<file path="src/rtl/sca_pkg.sv">
package sca_pkg;

    typedef enum logic [2:0] {
        CMD_PUSH = 3'd0,
        CMD_ADD  = 3'd1,
        CMD_SUB  = 3'd2,
        CMD_MUL  = 3'd3,
        CMD_DIV  = 3'd4,
        CMD_ROOT = 3'd5
    } cmd_t;

    typedef enum logic [2:0] {
        ST_OK      = 3'd0,
        ST_UNDER   = 3'd1,
        ST_OVER    = 3'd2,
        ST_DIVZERO = 3'd3,
        ST_NEGROOT = 3'd4,
        ST_SAT     = 3'd5
    } status_t;

    typedef enum logic [3:0] {
        S_IDLE,
        S_RD1,
        S_RD2,
        S_DECIDE,
        S_MUL1,
        S_MUL2,
        S_DIV,
        S_ROOT,
        S_FIN,
        S_WRITE,
        S_OUT
    } state_t;

    typedef struct packed {
        logic [2:0]         cmd;
        logic signed [31:0] operand;
    } in_item_t;

    typedef struct packed {
        logic signed [31:0] top_value;
        logic [4:0]         depth;
        logic [2:0]         status;
    } out_item_t;

    localparam logic [31:0] MAX_POS = 32'h7FFF_FFFF;
    localparam logic [31:0] MAX_NEG = 32'h8000_0000;

endpackage

</file>
<file path="src/rtl/stack_calculator_alu_core.sv">
// RPN operand stack with a Q16.16 arithmetic unit. One item is processed at a time.
// Its result waits in an output register, and the block takes the next item in the cycle
// after that register is loaded, whether or not the result has been taken yet.
// Push, unused commands and items ending in underflow, overflow, divide-by-zero or
// negative-root status go from the read states straight to the write state. Add and
// subtract pass the final state first; multiply, divide and square root also pass their
// own states before it. Each item reads the top two entries from a synchronous memory
// with a registered read, then writes at most one entry back. Divide and square root use
// a radix-2 restoring recurrence that retires one bit per cycle: 48 quotient bits or 24
// root bits. A result that is still waiting when the next one is ready holds the block.
module stack_calculator_alu_core #(
    parameter int STACK_DEPTH = 16
) (
    input  logic                clk,
    input  logic                rst_n,
    input  logic                in_valid,
    output logic                in_stall,
    input  sca_pkg::in_item_t   in_data,
    output logic                out_valid,
    input  logic                out_stall,
    output sca_pkg::out_item_t  out_data
);
    import sca_pkg::*;

    localparam int AW = (STACK_DEPTH > 1) ? $clog2(STACK_DEPTH) : 1;
    localparam int PW = $clog2(STACK_DEPTH + 1);

    logic [31:0] mem [STACK_DEPTH];
    logic [31:0] rd_data;
    logic [AW-1:0] rd_addr;
    logic        wr_en;
    logic [AW-1:0] wr_addr;
    logic [31:0] wr_data;

    state_t state_reg, state_next;
    logic [PW-1:0] sp_reg, sp_next;
    logic [2:0]  cmd_reg, cmd_next;
    logic [31:0] opnd_reg, opnd_next;
    logic [31:0] r_reg, r_next;
    logic [31:0] l_reg, l_next;
    logic [47:0] acc_reg, acc_next;
    logic [47:0] aux_reg, aux_next;
    logic [49:0] rem_reg, rem_next;
    logic [5:0]  cnt_reg, cnt_next;
    logic        neg_reg, neg_next;
    logic [2:0]  st_reg, st_next;
    logic [31:0] res_reg, res_next;
    logic [31:0] top_reg, top_next;
    logic        ov_reg, ov_next;
    out_item_t   od_reg, od_next;

    logic [31:0] mag_l, mag_r;
    logic [49:0] trial;
    logic [47:0] dshift;
    logic [32:0] sum;

    always_ff @(posedge clk)
    begin
        if (wr_en)
        begin
            mem[wr_addr] <= wr_data;
        end
        rd_data <= mem[rd_addr];
    end

    assign mag_l = l_reg[31] ? (~l_reg + 32'd1) : l_reg;
    assign mag_r = r_reg[31] ? (~r_reg + 32'd1) : r_reg;
    assign in_stall = (state_reg != S_IDLE);
    assign out_valid = ov_reg;
    assign out_data = od_reg;

    always_comb
    begin
        state_next = state_reg;
        case (state_reg)
            S_IDLE:   if (in_valid && !in_stall) state_next = S_RD1;
            S_RD1:    state_next = S_RD2;
            S_RD2:    state_next = S_DECIDE;
            S_DECIDE: state_next = S_FIN;
            S_MUL1:   state_next = S_MUL2;
            S_MUL2:   state_next = S_FIN;
            S_DIV:    if (cnt_reg == 6'd0) state_next = S_FIN;
            S_ROOT:   if (cnt_reg == 6'd0) state_next = S_FIN;
            S_FIN:    state_next = S_WRITE;
            S_WRITE:  state_next = S_OUT;
            S_OUT:    if (!ov_reg || !out_stall) state_next = S_IDLE;
            default:  state_next = S_IDLE;
        endcase
        if (state_reg == S_DECIDE)
        begin
            state_next = S_WRITE;
            if (st_reg == ST_OK)
            begin
                case (cmd_reg)
                    CMD_ADD, CMD_SUB: state_next = S_FIN;
                    CMD_MUL:          state_next = S_MUL1;
                    CMD_DIV:          state_next = (r_reg == 32'd0) ? S_WRITE : S_DIV;
                    CMD_ROOT:         state_next = l_reg[31] ? S_WRITE : S_ROOT;
                    default:          state_next = S_WRITE;
                endcase
            end
        end
    end

    always_comb
    begin
        sp_next = sp_reg;
        cmd_next = cmd_reg;
        opnd_next = opnd_reg;
        r_next = r_reg;
        l_next = l_reg;
        acc_next = acc_reg;
        aux_next = aux_reg;
        rem_next = rem_reg;
        cnt_next = cnt_reg;
        neg_next = neg_reg;
        st_next = st_reg;
        res_next = res_reg;
        top_next = top_reg;
        ov_next = ov_reg;
        od_next = od_reg;
        rd_addr = '0;
        wr_en = 1'b0;
        wr_addr = '0;
        wr_data = res_reg;
        trial = '0;
        dshift = '0;
        sum = '0;
        if (ov_reg && !out_stall)
        begin
            ov_next = 1'b0;
        end
        case (state_reg)
            S_IDLE:
            begin
                cmd_next = in_data.cmd;
                opnd_next = in_data.operand;
                st_next = ST_OK;
                rd_addr = AW'(sp_reg - PW'(1));
            end
            S_RD1:
            begin
                rd_addr = AW'(sp_reg - PW'(2));
                r_next = rd_data;
                l_next = rd_data;
                top_next = (sp_reg == '0) ? 32'd0 : rd_data;
            end
            S_RD2:
            begin
                if (cmd_reg != CMD_ROOT) l_next = rd_data;
                case (cmd_reg)
                    CMD_PUSH:
                        st_next = (sp_reg >= PW'(STACK_DEPTH)) ? ST_OVER : ST_OK;
                    CMD_ROOT:
                        st_next = (sp_reg < PW'(1)) ? ST_UNDER : ST_OK;
                    CMD_ADD, CMD_SUB, CMD_MUL, CMD_DIV:
                        st_next = (sp_reg < PW'(2)) ? ST_UNDER : ST_OK;
                    default: st_next = ST_OK;
                endcase
            end
            S_DECIDE:
            begin
                neg_next = l_reg[31] ^ r_reg[31];
                if (cmd_reg == CMD_DIV && st_reg == ST_OK && r_reg == 32'd0)
                    st_next = ST_DIVZERO;
                if (cmd_reg == CMD_ROOT && st_reg == ST_OK && l_reg[31])
                    st_next = ST_NEGROOT;
                acc_next = {mag_l, 16'd0};
                aux_next = 48'd0;
                rem_next = '0;
                cnt_next = (cmd_reg == CMD_DIV) ? 6'd47 : 6'd23;
                if (cmd_reg == CMD_ROOT) acc_next = {l_reg, 16'd0};
                if (cmd_reg != CMD_ROOT) aux_next[31:0] = mag_r;
            end
            S_MUL1:
            begin
                acc_next = {16'd0, mag_l[15:0]} * {16'd0, mag_r};
                aux_next = {16'd0, {16'd0, mag_l[31:16]} * {16'd0, mag_r[15:0]}};
                rem_next = {18'd0, {16'd0, mag_l[31:16]} * {16'd0, mag_r[31:16]}};
            end
            S_MUL2:
            begin
                acc_next = (acc_reg >> 16) + (aux_reg[47:0]);
                rem_next = rem_reg;
            end
            S_DIV:
            begin
                dshift = {acc_reg[46:0], 1'b0};
                trial = {rem_reg[48:0], acc_reg[47]} - {18'd0, aux_reg[31:0]};
                if (!trial[49])
                begin
                    rem_next = trial;
                    acc_next = {dshift[47:1], 1'b1};
                end
                else
                begin
                    rem_next = {rem_reg[48:0], acc_reg[47]};
                    acc_next = dshift;
                end
                cnt_next = cnt_reg - 6'd1;
            end
            S_ROOT:
            begin
                trial = {rem_reg[47:0], acc_reg[47:46]}
                      - {aux_reg[47:0], 2'b01};
                acc_next = {acc_reg[45:0], 2'b00};
                if (!trial[49])
                begin
                    rem_next = trial;
                    aux_next = {aux_reg[46:0], 1'b1};
                end
                else
                begin
                    rem_next = {rem_reg[47:0], acc_reg[47:46]};
                    aux_next = {aux_reg[46:0], 1'b0};
                end
                cnt_next = cnt_reg - 6'd1;
            end
            S_FIN:
            begin
                case (cmd_reg)
                    CMD_ADD, CMD_SUB:
                    begin
                        sum = (cmd_reg == CMD_ADD)
                            ? {l_reg[31], l_reg} + {r_reg[31], r_reg}
                            : {l_reg[31], l_reg} - {r_reg[31], r_reg};
                        res_next = sum[31:0];
                        if (sum[32] != sum[31])
                        begin
                            res_next = sum[32] ? MAX_NEG : MAX_POS;
                            st_next = ST_SAT;
                        end
                    end
                    CMD_ROOT:
                        res_next = aux_reg[31:0];
                    default:
                    begin
                        if (cmd_reg == CMD_MUL)
                            dshift = acc_reg + {rem_reg[31:0], 16'd0};
                        else
                            dshift = acc_reg;
                        if (!neg_reg && dshift > 48'h7FFF_FFFF)
                        begin
                            res_next = MAX_POS;
                            st_next = ST_SAT;
                        end
                        else if (neg_reg && dshift > 48'h8000_0000)
                        begin
                            res_next = MAX_NEG;
                            st_next = ST_SAT;
                        end
                        else
                            res_next = neg_reg ? (~dshift[31:0] + 32'd1) : dshift[31:0];
                        if (cmd_reg == CMD_MUL && (rem_reg[31:16] != 16'd0))
                        begin
                            res_next = neg_reg ? MAX_NEG : MAX_POS;
                            st_next = ST_SAT;
                        end
                    end
                endcase
            end
            S_WRITE:
            begin
                if (cmd_reg == CMD_PUSH && st_reg == ST_OK)
                begin
                    wr_en = 1'b1;
                    wr_addr = AW'(sp_reg);
                    wr_data = opnd_reg;
                    sp_next = sp_reg + PW'(1);
                    top_next = opnd_reg;
                end
                else if ((st_reg == ST_OK || st_reg == ST_SAT)
                         && cmd_reg >= CMD_ADD && cmd_reg <= CMD_ROOT)
                begin
                    wr_en = 1'b1;
                    wr_data = res_reg;
                    top_next = res_reg;
                    if (cmd_reg == CMD_ROOT)
                        wr_addr = AW'(sp_reg - PW'(1));
                    else
                    begin
                        wr_addr = AW'(sp_reg - PW'(2));
                        sp_next = sp_reg - PW'(1);
                    end
                end
            end
            S_OUT:
            begin
                if (!ov_reg || !out_stall)
                begin
                    ov_next = 1'b1;
                    od_next.top_value = top_reg;
                    od_next.depth = 5'(sp_reg);
                    od_next.status = st_reg;
                end
            end
            default: ;
        endcase
    end

    always_ff @(posedge clk or negedge rst_n)
    begin
        if (!rst_n)
        begin
            state_reg <= S_IDLE;
            sp_reg <= '0;
            ov_reg <= 1'b0;
        end
        else
        begin
            state_reg <= state_next;
            sp_reg <= sp_next;
            ov_reg <= ov_next;
        end
    end

    always_ff @(posedge clk)
    begin
        cmd_reg <= cmd_next;
        opnd_reg <= opnd_next;
        r_reg <= r_next;
        l_reg <= l_next;
        acc_reg <= acc_next;
        aux_reg <= aux_next;
        rem_reg <= rem_next;
        cnt_reg <= cnt_next;
        neg_reg <= neg_next;
        st_reg <= st_next;
        res_reg <= res_next;
        top_reg <= top_next;
        od_reg <= od_next;
    end

`ifndef NO_ASSERTIONS
    a_sp_range: assert property (@(posedge clk) disable iff (!rst_n)
        sp_reg <= PW'(STACK_DEPTH)) else $error("stack pointer beyond depth");
    a_no_accept_busy: assert property (@(posedge clk) disable iff (!rst_n)
        (state_reg != S_IDLE) |-> in_stall) else $error("item taken while busy");
    a_sp_step: assert property (@(posedge clk) disable iff (!rst_n)
        (state_reg != S_WRITE) |=> $stable(sp_reg)) else $error("pointer moved");
    a_out_hold: assert property (@(posedge clk) disable iff (!rst_n)
        (out_valid && out_stall) |=> (out_valid && $stable(out_data)))
        else $error("stalled item changed");
`endif

endmodule

</file>
<file path="config.mk">
export PLATFORM = sky130hd
export DESIGN_NAME = stack_calculator_alu_core
export DESIGN_NICKNAME = d
export VERILOG_FILES = /design/src/rtl/sca_pkg.sv /design/src/rtl/stack_calculator_alu_core.sv
export SDC_FILE = /design/constraint.sdc
export NUM_CORES = 2
export LEC_CHECK = 0
export ABC_AREA = 1
export BUFFER_PORTS_ARGS = -buffer_cell sky130_fd_sc_hd__clkbuf_2
export CELL_PAD_IN_SITES_DETAIL_PLACEMENT = 1
export CELL_PAD_IN_SITES_GLOBAL_PLACEMENT = 1
export CORE_UTILIZATION = 45
export DETAILED_ROUTE_END_ITERATION = 8
export PLACE_DENSITY_LB_ADDON = 0.1
export SYNTH_ARGS = -nofsm -noshare
export SYNTH_HDL_FRONTEND = slang
export SYNTH_SLANG_ARGS = --single-unit
</file>
<file path="constraint.sdc">
create_clock -name clk -period 24.6 [get_ports clk]
set_input_delay 1.23 -clock clk [delete_from_list [all_inputs] [get_ports clk]]
set_output_delay 1.23 -clock clk [all_outputs]
set_load 0.01 [all_outputs]
</file>
==> results.md <==
- Critical path capture point type: register
- Buffers on Ports: 80
- Slew @ Worst Pin: 1480 ps
- CTS tree: done
- Die area: 198000 um2
- Async set-reset flop share out of synthesis: 0.0110
- IO Count: 81
- Cell variety after synth: 70
- Post-Syn Instances: 10.7k
- Layout Cells excl Fill: 13.4k
- Main combinational cell family by area after synthesis: adder cells
- Min Tclk post-route: 10350 ps
- Overflow after GRT: 0
- Mapped Nets: 12.1k
- Hold Crit Class: in2async
- Cts repair resizes: 0
- Final Hold Fails: 0
- Fin nets: 12.1k
- Maximum clock frequency: 0.0966 GHz
- Vias in the first global route: 82.1k
- ANT nets after route: 0
- EDFF count, synth: 870
- Synth top area cells: edfxtp_1 (30%), fa_1 (18%), inv_1 (9.2%)
- Crit path DAT: 10880 ps
- Synth Area in Simple Gates: 0.179
- Crit Path Class: reg2reg
- Slew margin rel.: 0.0112
- Root buffer cell: clkbuf_16
- Fin util: 0.490
- Setup bufs post-CTS: 0
- Cell taking the most area after synthesis: edfxtp_1
- Slowest CP cell: clkinv_1
- Yosys top cell area share: 0.296
- #FFs+latches synth: 912
- Status: finished, violations left
- Synth Area per Inst: 8.23 um2
- CP Launch Point: l_reg[0]
- Adder-Cell Fraction of Synth Area: 0.257
- Max Root-Sink Buffers: 3
- Seq/Total Area, Yosys: 0.306
- # fillers: 23.3k
- Max-slew violation count: 0
- DRC viols: 0
- Top_reg_cell synth: edfxtp_1
- Share of layout cells above drive strength 1: 0.0615
- Startpoint Class: register
- Worst-path clk slew: 60 ps
- First-pass detailed-route iteration total: 6
- Synthesized cell area: 88200 um2
- Die height: 445 um
- Crit path max fanout: 28
- Initial drt markers: 6669
- FF-to-FF Start: l_reg[0]
- Placer Congestion: 1.04
- Pin count of the biggest net entering global routing: 229
- Drt via density: 5.81
- Placed cells: 13.2k
- Post-synthesis mux area share: 0.000114
- Area grow syn2layout: 8.18%
- Worst path max stage delay: 1230 ps
- Core area: 195000 um2
- Maxcap violations: 1
- Commonest non-fill, non-tap cell in the layout: inv_1
- Final worst clock skew: 101 ps
- Chip Width: 445 um
- # setup viols final: 0
- Average wire per standard cell: 27.7 um
- Post-Synth XOR/XNOR Area: 0.0204
- Row count: 162
- Worst EP required: 25130 ps
- Post-synthesis compound-gate area fraction: 0.124
- Initial Utilization: 0.453
- Total Wirelength: 371000 um
- RSZ-0062 raised after global routing: no
- CTS Buf Count: 102
- Clock Sinks: 912
- H-tree depth: 3
- Most frequent cells in the layout: inv_1 (2154), nand2_1 (2113), nor2_1 (921)
- Hold buffers post-CTS: 0
- Fin crit share: 0.421
- YS warnings: 0
- Vias: 77.9k
- Failing checks: capacitance limit
- Setup TNS: 0 ps
- Antenna violations before repair: 25
- Detailed Place HPWL: 284000 um
- GRT Util Overall: 0.373
- First-pass GRT wire length: 541000 um
- Clk_lat worst skew: 820 ps
- Max reg flops: 512
## synthesized netlist by cell type (23+ instances only)
cell      count
inv_1      2155
nand2_1    2118
nor2_1      946
edfxtp_1    870
fa_1        810
a21oi_1     641
o21ai_0     629
ha_1        513
nand3_1     426
clkbuf_1    265
xor2_1      128
o211ai_1    115
buf_2        85
a31oi_1      79
xnor2_1      77
nand4_1      75
a211oi_1     68
nor3_1       61
o311ai_0     57
or2_2        55
o22ai_1      33
dfxtp_1      32
o21ai_1      32
o221ai_1     29
a22oi_1      27
a21o_1       25
nor4_1       25
o21a_1       25
o21ai_2      25
inv_2        24
nand3b_1     23
## path summary, 6_finish.rpt
check / end / slack (ps) / depth (start not counted)
min in group clk: out_data[34] / 420 / 0
worst min register to register: out_data[34] / 420 / 0
worst max-delay path: acc_reg[30] / 14250 / 32
worst max register to register: acc_reg[30] / 14250 / 32
worst min-delay path: state_reg[1] / 350 / 1
max in group asynchronous: out_valid / 24000 / 1
## stage by stage
| step | instance area [um2] | setup WS, ps | hold WS (ps) |
|---|---|---|---|
| after global placement | 91800 | 14700 | 403 |
| after detailed placement | 91800 | 14500 | 406 |
| after CTS | 95300 | 14540 | 324 |
| after floorplan | 88200 | 16780 | 400 |
| after global routing | 95400 | 14000 | 346 |
| final | 95400 | 14250 | 354 |
## per-layer routing
metal | GRT usage | up-vias | wire, um
li1 | - | 34400 | -
met1 | 0.455 | 39700 | 145000
met2 | 0.626 | 2812 | 177000
met3 | 0.0592 | 941 | 24200
met4 | 0.214 | 14 | 24800
met5 | 0 | - | 91
## cells by family after synthesis
logic type	Yosys count
AOI/OAI and AO/OA	1871
xor gates and xnor gates	205
adders and majority gates	1323
buffers and inverters	2590
DFF	912
muxes	1
and+or+nand+nor	3813
## area by class of cell
type / count / area [um2] / area share
sequential: 912 / 27000 / 0.283
inverter: 2195 / 8240 / 0.0864
clock inverter: 66 / 811 / 0.00850
timing repair buffer: 264 / 1810 / 0.0189
multi-input combinational: 7213 / 51500 / 0.540
tap: 2624 / 3280 / 0.0344
clock buffer: 127 / 2700 / 0.0283
antenna: 8 / 20.0 / 0.000210
## critical path: cells and delay by family, from the launching register on
kind,cells,cell delay [ps]
buf+inv,9,2500
simple gates,7,890
fa+ha+maj,8,3520
flops,1,320
compound gates,7,1770
xor+xnor,1,1150
Power is not shown: default switching activity piles up to over one toggle a cycle in this logic, so the estimate is an artifact.
